<file path="src/rtl/core/conv5_pkg.sv">
package conv5_pkg;

   localparam int KSIZE      = 5;
   localparam int HALF       = KSIZE / 2;
   localparam int RING_ROWS  = KSIZE + 2;
   localparam int SLOT_W     = 3;
   localparam int NUM_CH     = 3;
   localparam int CH_W       = 8;
   localparam int PIX_W      = NUM_CH * CH_W;
   localparam int PIX_MAX    = 255;
   localparam int COEF_W     = 12;
   localparam int COEF_ROW_W = KSIZE * COEF_W;
   localparam int ROW_W      = 12;
   localparam int SHIFT_W    = 4;
   localparam int CSR_IDX_W  = 4;
   localparam int CSR_DATA_W = COEF_ROW_W;
   localparam int PROD_W     = 21;
   localparam int RSUM_W     = 24;
   localparam int SUM_W      = 27;
   localparam int POS_W      = 3;

   typedef logic [PIX_W-1:0]      pix_type;
   typedef logic [COEF_ROW_W-1:0] coef_row_type;
   typedef logic [CH_W-1:0]       chan_type;

   typedef enum logic [CSR_IDX_W-1:0] {
      REG_COEF_ROW0    = 4'd0,
      REG_COEF_ROW1    = 4'd1,
      REG_COEF_ROW2    = 4'd2,
      REG_COEF_ROW3    = 4'd3,
      REG_COEF_ROW4    = 4'd4,
      REG_NORM_SHIFT   = 4'd5,
      REG_FRAME_WIDTH  = 4'd6,
      REG_FRAME_HEIGHT = 4'd7
   } csr_reg_type;

   localparam coef_row_type COEF_ROW2_RESET = 60'd16777216;
   localparam logic [ROW_W-1:0] WIDTH_RESET  = 12'd640;
   localparam logic [ROW_W-1:0] HEIGHT_RESET = 12'd480;

   typedef struct packed {
      logic valid;
      logic last;
   } ctl_type;

endpackage

</file>
<file path="src/rtl/core/conv5_ifs.sv">


interface conv5_rsp_if;
   import conv5_pkg::*;
   logic     valid;
   logic     ready;
   chan_type out_blue;
   chan_type out_green;
   chan_type out_red;
   logic     frame_end;
   modport source (output valid, output out_blue, output out_green, output out_red,
                   output frame_end, input ready);
   modport sink (input valid, input out_blue, input out_green, input out_red,
                 input frame_end, output ready);
endinterface


</file>
<file path="src/rtl/core/conv5_merge.sv">
module conv5_merge (
   input  logic                clock,
   input  logic                reset,
   input  conv5_pkg::ctl_type  ctl,
   input  conv5_pkg::chan_type res_blue,
   input  conv5_pkg::chan_type res_green,
   input  conv5_pkg::chan_type res_red,
   output logic                advance,
   conv5_rsp_if.source         rsp
);
   import conv5_pkg::*;

   logic     valid_ff, valid_in;
   logic     last_ff;
   chan_type blue_ff, green_ff, red_ff;

   assign advance  = !valid_ff || rsp.ready;
   assign valid_in = advance ? ctl.valid : valid_ff;

   always_ff @(posedge clock) begin
      if (reset) begin
         valid_ff <= 1'b0;
      end else begin
         valid_ff <= valid_in;
      end
      if (advance) begin
         last_ff  <= ctl.last;
         blue_ff  <= res_blue;
         green_ff <= res_green;
         red_ff   <= res_red;
      end
   end

   assign rsp.valid     = valid_ff;
   assign rsp.out_blue  = blue_ff;
   assign rsp.out_green = green_ff;
   assign rsp.out_red   = red_ff;
   assign rsp.frame_end = last_ff;
endmodule

</file>
<file path="src/flat_wrapper.sv">
// flat-port wrapper written by rule: the top's interface ports become plain ports
module conv5_merge_flat import conv5_pkg::*;
  (clock, reset, ctl, res_blue, res_green, res_red, advance, rsp_valid, rsp_out_blue, rsp_out_green, rsp_out_red, rsp_frame_end, rsp_ready);
  conv5_rsp_if rsp_i ();
  input  logic clock;
  input  logic reset;
  input  conv5_pkg::ctl_type ctl;
  input  conv5_pkg::chan_type res_blue;
  input  conv5_pkg::chan_type res_green;
  input  conv5_pkg::chan_type res_red;
  output logic advance;
  output wire logic [$bits(rsp_i.valid)-1:0] rsp_valid;
  output wire logic [$bits(rsp_i.out_blue)-1:0] rsp_out_blue;
  output wire logic [$bits(rsp_i.out_green)-1:0] rsp_out_green;
  output wire logic [$bits(rsp_i.out_red)-1:0] rsp_out_red;
  output wire logic [$bits(rsp_i.frame_end)-1:0] rsp_frame_end;
  input wire logic [$bits(rsp_i.ready)-1:0] rsp_ready;
  assign rsp_valid = rsp_i.valid;
  assign rsp_out_blue = rsp_i.out_blue;
  assign rsp_out_green = rsp_i.out_green;
  assign rsp_out_red = rsp_i.out_red;
  assign rsp_frame_end = rsp_i.frame_end;
  assign rsp_i.ready = rsp_ready;
  conv5_merge u_core (.clock(clock), .reset(reset), .ctl(ctl), .res_blue(res_blue), .res_green(res_green), .res_red(res_red), .advance(advance), .rsp(rsp_i));
endmodule
</file>
<file path="config.mk">
export PLATFORM = sky130hd
export DESIGN_NAME = conv5_merge_flat
export DESIGN_NICKNAME = d
export VERILOG_FILES = /design/src/rtl/core/conv5_pkg.sv /design/src/rtl/core/conv5_ifs.sv /design/src/rtl/core/conv5_merge.sv /design/src/flat_wrapper.sv
export SDC_FILE = /design/constraint.sdc
export NUM_CORES = 1
export LEC_CHECK = 0
export BUFFER_PORTS_ARGS = -buffer_cell sky130_fd_sc_hd__buf_2
export CAP_MARGIN = 20
export CORE_UTILIZATION = 38
export DETAILED_ROUTE_END_ITERATION = 8
export GPL_ROUTABILITY_DRIVEN = 0
export PLACE_DENSITY = 0.83
export SLEW_MARGIN = 15
export SYNTH_ARGS = -nofsm -noshare
export SYNTH_HDL_FRONTEND = slang
export SYNTH_SLANG_ARGS = --single-unit
</file>
<file path="constraint.sdc">
create_clock -name clock -period 1.25 [get_ports clock]
set_input_delay 0.0625 -clock clock [delete_from_list [all_inputs] [get_ports clock]]
set_output_delay 0.0625 -clock clock [all_outputs]
set_load 0.005 [all_outputs]
</file>
== Word-level counts from Yosys, hierarchy flattened ==
Cells that the tools add are included.

* Register bits: 26
* Bits of input ports: 29
* Output and inout port bits: 27

* Reductions and logical operators: 2

{| class="wikitable"
|+ Operators with widths
! kind !! count
|-
| logical NOT 1 bit || 1
|-
| logical OR 1 bit || 1
|}

== Depth between registers and ports, before layout ==
Gate-level depths: netlist of run 1.

* Depth in word-level cells: 2
* Mapped depth: 2
* Depth with buffers taken out: 2

== Worst setup path before layout of run 1 ==
Ideal clock, no wire load.

* Kind: reg-to-reg
* Start: register u_core.valid_ff (netlist: u_core.rsp.valid)
* End: register u_core.last_ff (netlist: u_core.rsp.frame_end) (enable)
* Library setup time: 0.335 ns
* Arrival time: 0.568 ns
* Required time: 0.915 ns
* Path slack: 0.347 ns
* Stages on the path, launching flop included: 2
* Buffers on the path: 0
* Clock period less this slack: 0.903 ns
* Path through: dfxtp_1 > nand2b_4

* Longest elaborated chain between the ends: 2

{| class="wikitable"
|+ RTL lines
! element !! RTL line !! RTL
|-
| from (decl) || conv5_merge.sv:13 || <nowiki>logic valid_ff, valid_in;</nowiki>
|-
| from (signal assigned) || conv5_merge.sv:24 || <nowiki>valid_ff <= valid_in;</nowiki>
|-
| logical NOT 1 bit || conv5_merge.sv:17 || <nowiki>assign advance = !valid_ff || rsp.ready;</nowiki>
|-
| logical OR 1 bit || conv5_merge.sv:17 ||
|-
| named net advance || flat_wrapper.sv:11 || <nowiki>output logic advance;</nowiki>
|-
| to (signal assigned) || conv5_merge.sv:27 || <nowiki>last_ff <= ctl.last;</nowiki>
|-
| to (decl) || conv5_merge.sv:14 || <nowiki>logic last_ff;</nowiki>
|}

The timed path passes the listed nets, and every way through them passes these cells.
A chain may end at the register's enable or synchronous reset.

== Final worst setup path of run 1 ==
* Start: register u_core.valid_ff (netlist: u_core.rsp.valid)
* End: output advance

* Longest elaborated chain between the ends: 2

{| class="wikitable"
|+ RTL lines
! element !! RTL line
|-
| logical NOT 1 bit || conv5_merge.sv:17
|-
| logical OR 1 bit || conv5_merge.sv:17
|-
| to (decl) || flat_wrapper.sv:11
|}

No other way between the ends.

==> run metrics, run 1 <==
# diodes=0; endpoint class of the critical path=output pin; CP Cell Sequence=nand2b_4 -> buf_2; register area=slightly below 800 µm²; GRT Overall Usage=between 10% and 20%; Worst Hold Class=in -> reg; Clock Latency Late Sink=between 300 and 400 ps; WL/cell=14.9 µm; most frequent cell after synthesis=edfxtp_1; PwrDens=around 1100 nW/µm²; Worst Tran Pin Value=about 350 ps; RSZ-0062 raised after global routing=false; CTS tree=yes; library cells used by synthesis=5; net count after synthesis=58; die height=47.8 µm; Max stage delay cell, worst path=dfxtp_1; post_cts resized=0; ys flop type=edfxtp_1; fin crit share=roughly 94%; clk sinks=26; Antenna Violating Nets Remaining=0; Setup crit start kind=flip-flop; area of the multi-input gates=around 31 µm²; cell area after layout=~1400 µm²; Port Buffers=55; htree depth=1; mean number of vias per cell=approximately 4.3; skew final=5.32 ps; MaxCap Viol Count=0; most frequent cells after synthesis=edfxtp_1, a21oi_2, dfxtp_1, inv_1, nand2b_4; ys async rst share=0%; Total Nets Final=approximately 150; number of detailed-route iterations in the first pass=4; CP Class=reg -> out; Warnings, synthesis=0; CP max FO=14; Synth Area in Adders=0%; largest net degree at the start of global routing=28; Crit path largest cell delay=roughly 450 ps; First DRT Iteration DRCs=10; met1 wire length=roughly 840 µm; Mapped Cells=29; XOR/XNOR Fraction of Synth Area=0%; CTS Root Cell=clkbuf_4; status=completed; Synth top area share=94.2%; Rel. slew slack=around three quarters; Die W=~48 µm; worst vdd ir=0.000722 V; Max Used Layer=met4; final setup vio count=0; Hold Violations, Final=0; maximum clock path buffer count=2; Leakage=roughly 0.00063 µW; Area after DPL=1110 µm²; dominant cell type by area after synthesis=edfxtp_1; Avg Cell Area, Syn=~27 µm²; fill count=128; top post-synthesis cells by area=edfxtp_1, dfxtp_1, nand2b_4, a21oi_2, inv_1; layout cells sized above 1=between 50% and 60%; Post CTS Setup Buffer Count=0; post-route minimum period=around 1200 ps; largest family of logic cells by synthesized area=simple AND/OR/NAND/NOR gates; die footprint=2280 µm²; DP Wirelength=between 1 and 1.5 mm; row count=16; multiplexer share of the synthesized area=0%; post-synthesis compound-gate area fraction=1.10%; Starting Density=around two fifths; core area=approximately 2000 µm²; Post-Synth Simple-Gate Area=roughly 1.7%; #FFs+latches synth=26; DR WL met2=between 1 and 1.5 mm; final wirelength=about 2.1 mm; WP data arrival=around 1100 ps; Required @ worst endpoint=approximately 1200 ps; first-pass GRT wire length=about 2.6 mm; number of global-route vias before repair=between 500 and 600; Max Slew Vio Count=0; fmax=~850 MHz; DRC Markers=0; register area share after synthesis=between 90% and 100%; number of synthesized flops with an enable pin=25; I/O Pins=56; GRT Residual Overflow=0; wire length on met3=259 µm; antenna violations before repair=0; Layout area overhead=77.1%; vias post-DR=614; total CTS buffers=3; final setup TNS=0 ps; Power Total=about 1600 µW; Syn Std Cell Area=797 µm²; clock slew at reported path FFs=130 ps
## report_power, final
part / switching, µW / internal [µW] / leakage (µW)
Combinational: 73.3 / 127 / 0.000345
Clock: 229 / 124 / 0.0000150
Sequential: 17.6 / 1020 / 0.000267
## metrics by stage
step | hold WS (ps) | cells | utilization (%) | setup WS (ps)
after global placement | 222 | 111 | 56.4 | 321
final | 251 | 143 | 71.9 | 74.3
after global routing | 232 | 143 | 71.9 | 11.0
after floorplan | 125 | 29 | - | 347
after detailed placement | 235 | 111 | 56.4 | 286
after CTS | 276 | 142 | 71.5 | 23.2
## worst max-delay path, delay by kind of cell, from the launching register on
family                 cells  cell delay (ps)
AND/OR/NAND/NOR            1              180
flip-flops                 1              450
buffers and inverters      1              170
## registers in the layout, indices dropped and copies added, names as in the netlist
name and cells:
u_core.rsp.frame_end 1, u_core.rsp.out_blue 8, u_core.rsp.out_green 8, u_core.rsp.out_red 8
u_core.rsp.valid 1
## path summary, 6_finish.rpt
path / start / end / slack, ps / depth (start not counted)
worst min-delay path: rsp_ready / u_core.rsp.out_blue[5]$_DFFE_PP_ / 250 / 2
worst max-delay path: u_core.rsp.valid$_SDFFE_PP0P_ / advance / 70 / 2
worst min register to register: u_core.rsp.valid$_SDFFE_PP0P_ / u_core.rsp.out_blue[5]$_DFFE_PP_ / 750 / 1
worst max register to register: u_core.rsp.valid$_SDFFE_PP0P_ / u_core.rsp.out_blue[2]$_DFFE_PP_ / 230 / 1
## cells in the final DEF (no fill, tap or decap)
master	Yosys	final
a21oi_2	1	1
buf_2	0	55
clkbuf_1	0	1
clkbuf_4	0	3
dfxtp_1	1	1
dlygate4sd3_1	0	27
edfxtp_1	25	25
inv_1	1	1
nand2b_2	0	1
nand2b_4	1	1
## cell type report
type / count / area share [%]
flip-flops and latches: 26 / 54.6
repair buffers: 82 / 38.7
well taps: 27 / 2.39
multi-input cells: 3 / 2.22
clock buffers: 4 / 1.86
inverters: 1 / 0.266
## metal layers
| layer | vias to the layer above | GRT usage (%) |
|---|---|---|
| met4 | 0 | 10.0 |
| met2 | 52 | 31.9 |
| li1 | 288 | - |
| met1 | 272 | 19.6 |
| met3 | 2 | 7.17 |
| met5 | - | 0 |
## cells by family (layout without fill, tap and decap cells)
kind of cell           after synthesis  after routing
flip-flops                          26             26
buffers and inverters                1             87
AND/OR/NAND/NOR                      1              2
AO/OA/AOI/OAI                        1              1
## what timing repair did
action / 4_1_cts / 5_1_grt
hold buffers: 27 / 0
endpoints found under the setup margin: 0 / 1
hold endpoints to repair: 26 / 0
Note: power is estimated with default switching activity, not from simulation.
==> inputs of run 2 (changes only) <==
- CORE_ASPECT_RATIO: not set -> 1.4
==> run metrics, run 2 (same netlist as run 1, synthesis figures left out) <==
Rel. slew slack=just under 80%; maximum clock path buffer count=2; DRC Markers=0; Max stage delay cell, worst path=dfxtp_1; row count=19; Leakage=0.000640 µW; WL/cell=between 15 and 20 µm; Max Slew Vio Count=0; Die W=40.7 µm; CP Class=reg -> out; Worst Hold Class=in -> reg; total CTS buffers=3; Worst Tran Pin Value=about 340 ps; setup ws final=91.5 ps; fmax=between 800 and 900 MHz; layout cells sized above 1=53.4%; GRT Overall Usage=19.1%; worst vdd ir=0.000975 V; CP bufs+invs=1; Antenna Violating Nets Remaining=0; clock slew at reported path FFs=140 ps; skew final=12.0 ps; final setup vio count=0; RSZ-0062 raised after global routing=false; final setup TNS=0 ps; core area=roughly 2000 µm²; first-pass GRT wire length=between 2 and 3 mm; status=completed; Setup crit start kind=flip-flop; largest net degree at the start of global routing=28; pre-CTS worst setup slack=between 200 and 300 ps; die height=around 56 µm; endpoint class of the critical path=output pin; commonest cells after routing, fill and taps aside=buf_2, dlygate4sd3_1, edfxtp_1; final wirelength=about 2.1 mm; gr busiest metal=met2; met1 Use GR=between 10% and 20%; Clock Latency Late Sink=about 320 ps; GRT Residual Overflow=0; number of global-route vias before repair=646; Required @ worst endpoint=1190 ps; clk sinks=26; vias post-DR=between 600 and 700; Layout area overhead=79.4%; CP delay by family, top=flip-flops; I/O Pins=56; most common cell after layout, fill and taps aside=buf_2; htree depth=1; antenna violations before repair=0; Total Nets Final=between 100 and 150; CP Cell Sequence=nand2b_4 -> buf_2; Hold Violations, Final=0; Starting Density=about two fifths; Crit path largest cell delay=450 ps; mean number of vias per cell=4.47; fin crit share=between 90% and 100%; Post CTS Setup Buffer Count=0; First DRT Iteration DRCs=4; # diodes=0; post-route minimum period=1160 ps; CP max FO=14; GR Layer Usage met3=4.00%; number of detailed-route iterations in the first pass=2; Port Buffers=55; CTS tree=yes; WP data arrival=1100 ps; PwrDens=~1300 nW/µm²; met2 GRT Util=roughly 34%; CTS Root Cell=clkbuf_4; fill count=around 130; MaxCap Viol Count=0; die footprint=around 2300 µm²
==> run 2: changes by cell type in the layout (fill, tap and decap cells not counted), sizes merged <==
| cell | change |
|---|---|
| bufinv | +1 |
| clkbuf | -1 |
==> run 2: stage by stage <==
stage               utilization [%]  std cells  cell area (µm²)  power (µW)  hold slack (ps)
floorplan                         -         29              797        1080              125
global placement               55.7        105             1100        1180              221
detailed placement             55.7        105             1100        1190              232
CTS                            72.0        136             1420        1800              278
global route                   72.5        137             1430        1850              247
finish                         72.5        137             1430        1800              220
==> run 2: timing repair <==
item / in CTS / in global routing
endpoints found under the hold margin: 26 / 0
hold buffers: 27 / 0
endpoints found under the setup margin: 0 / 1
resized for setup: 0 / 0
==> run 2: worst paths after layout <==
| kind | from | to | slack, ps | cells past startpoint |
|---|---|---|---|---|
| setup / recovery | u_core.rsp.valid$_SDFFE_PP0P_ | advance | 90 | 2 |
| hold reg to reg | u_core.rsp.valid$_SDFFE_PP0P_ | u_core.rsp.out_green[0]$_DFFE_PP_ | 730 | 1 |
| setup reg to reg | u_core.rsp.valid$_SDFFE_PP0P_ | u_core.rsp.out_blue[2]$_DFFE_PP_ | 260 | 1 |
| hold / removal | rsp_ready | u_core.rsp.out_green[0]$_DFFE_PP_ | 220 | 2 |
==> run 2: layout make-up <==
| cell class | instances | area (µm²) | share of cell area, % |
|---|---|---|---|
| sequential | 26 | 771 | 53.9 |
| timing repair buffer | 82 | 546 | 38.1 |
| multi-input combinational | 3 | 31.3 | 2.19 |
| clock inverter | 1 | 30.0 | 2.10 |
| tap | 21 | 26.3 | 1.84 |
| clock buffer | 3 | 22.5 | 1.57 |
| inverter | 1 | 3.75 | 0.262 |
==> run 2: power by group <==
part	total, µW	switching, µW	internal (µW)
registers	1040	18.7	1020
clock network	561	237	324
logic	201	73.8	127
total	1800	330	1470
==> run 2: routing by layer <==
metal / vias to the layer above / share of wire, %
met1: 268 / 39
met3: 2 / 10
met2: 56 / 50
li1: 287 / -
met5: - / 0
met4: 0 / 0.76
==> inputs of run 3 (changes only) <==
==> constraint.sdc (replaced) <==
create_clock -name clock -period 1.25 [get_ports clock]
set_input_delay 0.1875 -clock clock [delete_from_list [all_inputs] [get_ports clock]]
set_output_delay 0.1875 -clock clock [all_outputs]
set_load 0.005 [all_outputs]
==> run metrics, run 3 (same netlist as run 1, synthesis figures left out) <==
Power Total=~1700 µW; First DRT Iteration DRCs=20; Antenna Violating Nets Remaining=0; number of detailed-route iterations in the first pass=4; fin crit share=a little under nine tenths; CTS Root Cell=clkbuf_4; Max Slew Vio Count=0; reg2reg end=u_core.rsp.out_blue[7]$_DFFE_PP_; MaxCap Viol Count=0; layout cells sized above 1=70.7%; fin cells=approximately 110; pre-CTS worst setup slack=259 ps; die footprint=roughly 2300 µm²; first-pass GRT wire length=between 2 and 2.5 mm; final setup TNS=0 ps; largest net degree at the start of global routing=16; I/O Pins=56; worst r2r path cells=1; fmax=a little over 900 MHz; Port Buffers=55; Layout area overhead=49.1%; RSZ-0062 raised after global routing=false; final setup vio count=0; worst vdd ir=approximately 0.00095 V; CP max FO=4; most common cell after layout, fill and taps aside=buf_2; Worst Tran Pin Value=about 330 ps; die height=~56 µm; total CTS buffers=3; reg-to-reg startpoint=u_core.rsp.valid$_SDFFE_PP0P_; min-delay src=res_green[5]; number of global-route vias before repair=just under 500; Die W=between 40 and 50 µm; WP data arrival=890 ps; row count=19; CP Class=reg -> out; setup ws final=between 150 and 200 ps; GRT Overall Usage=between 15 and 20%; clock slew at reported path FFs=around 130 ps; Worst Setup SP=u_core.rsp.valid$_SDFFE_PP0P_; maximum clock path buffer count=2; Starting Density=between 40 and 50%; # diodes=0; vias post-DR=522; PwrDens=~1500 nW/µm²; Hold Path Depth=1; Rel. slew slack=around four fifths; Clock Latency Late Sink=between 300 and 400 ps; htree depth=1; Setup crit start kind=flip-flop; internal reg-to-reg setup slack=300 ps; GRT Residual Overflow=0; antenna violations before repair=0; DP Wirelength=around 1.3 mm; DRC Markers=0; skew final=between 8 and 9 ps; CTS tree=yes; final wirelength=roughly 1.8 mm; WHS Endpoint=u_core.rsp.out_green[5]$_DFFE_PP_; post-route minimum period=between 1000 and 1500 ps; WL/cell=between 15 and 20 µm; clk sinks=26; dpl cells=105; status=completed; Required @ worst endpoint=1060 ps; Leakage=approximately 0.00054 µW; Worst Hold Class=in -> reg; Hold Violations, Final=0; mean number of vias per cell=between 4 and 5; commonest cells after routing, fill and taps aside=buf_2, edfxtp_1, clkbuf_4; Total Nets Final=between 100 and 150; core area=around 2000 µm²; endpoint class of the critical path=output pin; Util after Layout=between 60 and 70%
## run 3: changes by cell type in the layout (fill, tap and decap cells not counted)
cell           change
dfxtp_1            -1
dlygate4sd3_1     -26
dfxtp_4            +1
buf_4              +2
## run 3: layout make-up
class	instances	area (µm²)
Fill cell	154	785
Sequential cell	26	774
Timing Repair Buffer	58	300
Multi-Input combinational cell	3	31.3
Clock inverter	1	30.0
Tap cell	21	26.3
Clock buffer	3	22.5
Inverter	1	3.75
## run 3: worst max path at each step
stage          slack [ps]  cells past startpoint                        endpoint
2_1_floorplan         350                      1  u_core.rsp.frame_end$_DFFE_PP_
3_5_place_dp          260                      2                         advance
6_report              170                      2                         advance
5_1_grt               130                      2                         advance
3_3_place_gp          300                      3                         advance
4_1_cts                30                      2                         advance
## run 3: metal layers
metal	vias to the layer above	wire, µm	GRT usage, %
met5	-	0	0
met1	225	598	17.7
met2	56	834	25.6
met3	2	307	6.00
li1	239	-	-
met4	0	17	7.14
## run 3: power breakdown
part | leakage (µW) | internal (µW) | total, µW | switching, µW
registers | 0.000268 | 1020 | 1040 | 19.2
logic | 0.000245 | 77.8 | 138 | 60.0
clock network | 0.0000279 | 324 | 550 | 227
total | 0.000541 | 1420 | 1730 | 306
## run 3: stage by stage
stage	hold slack [ps]	instance area, µm²
3_5_place_dp	351	1100
4_1_cts	3.08	1160
6_report	41.8	1190
3_3_place_gp	346	1100
5_1_grt	21.3	1190
2_1_floorplan	250	797
## run 3: critical path, cell delays in order (launching register included)
cell      delay (ps)
dfxtp_4          400
nand2b_4          70
buf_2            120
## run 3: timing repair
item / in CTS / in global routing
endpoints found under the hold margin: 0 / 1
setup endpoints to repair: 1 / 1
hold buffers: 0 / 1
buffers inserted: 0 / 2
cloned: 1 / 0
gates resized for setup: 1 / 1
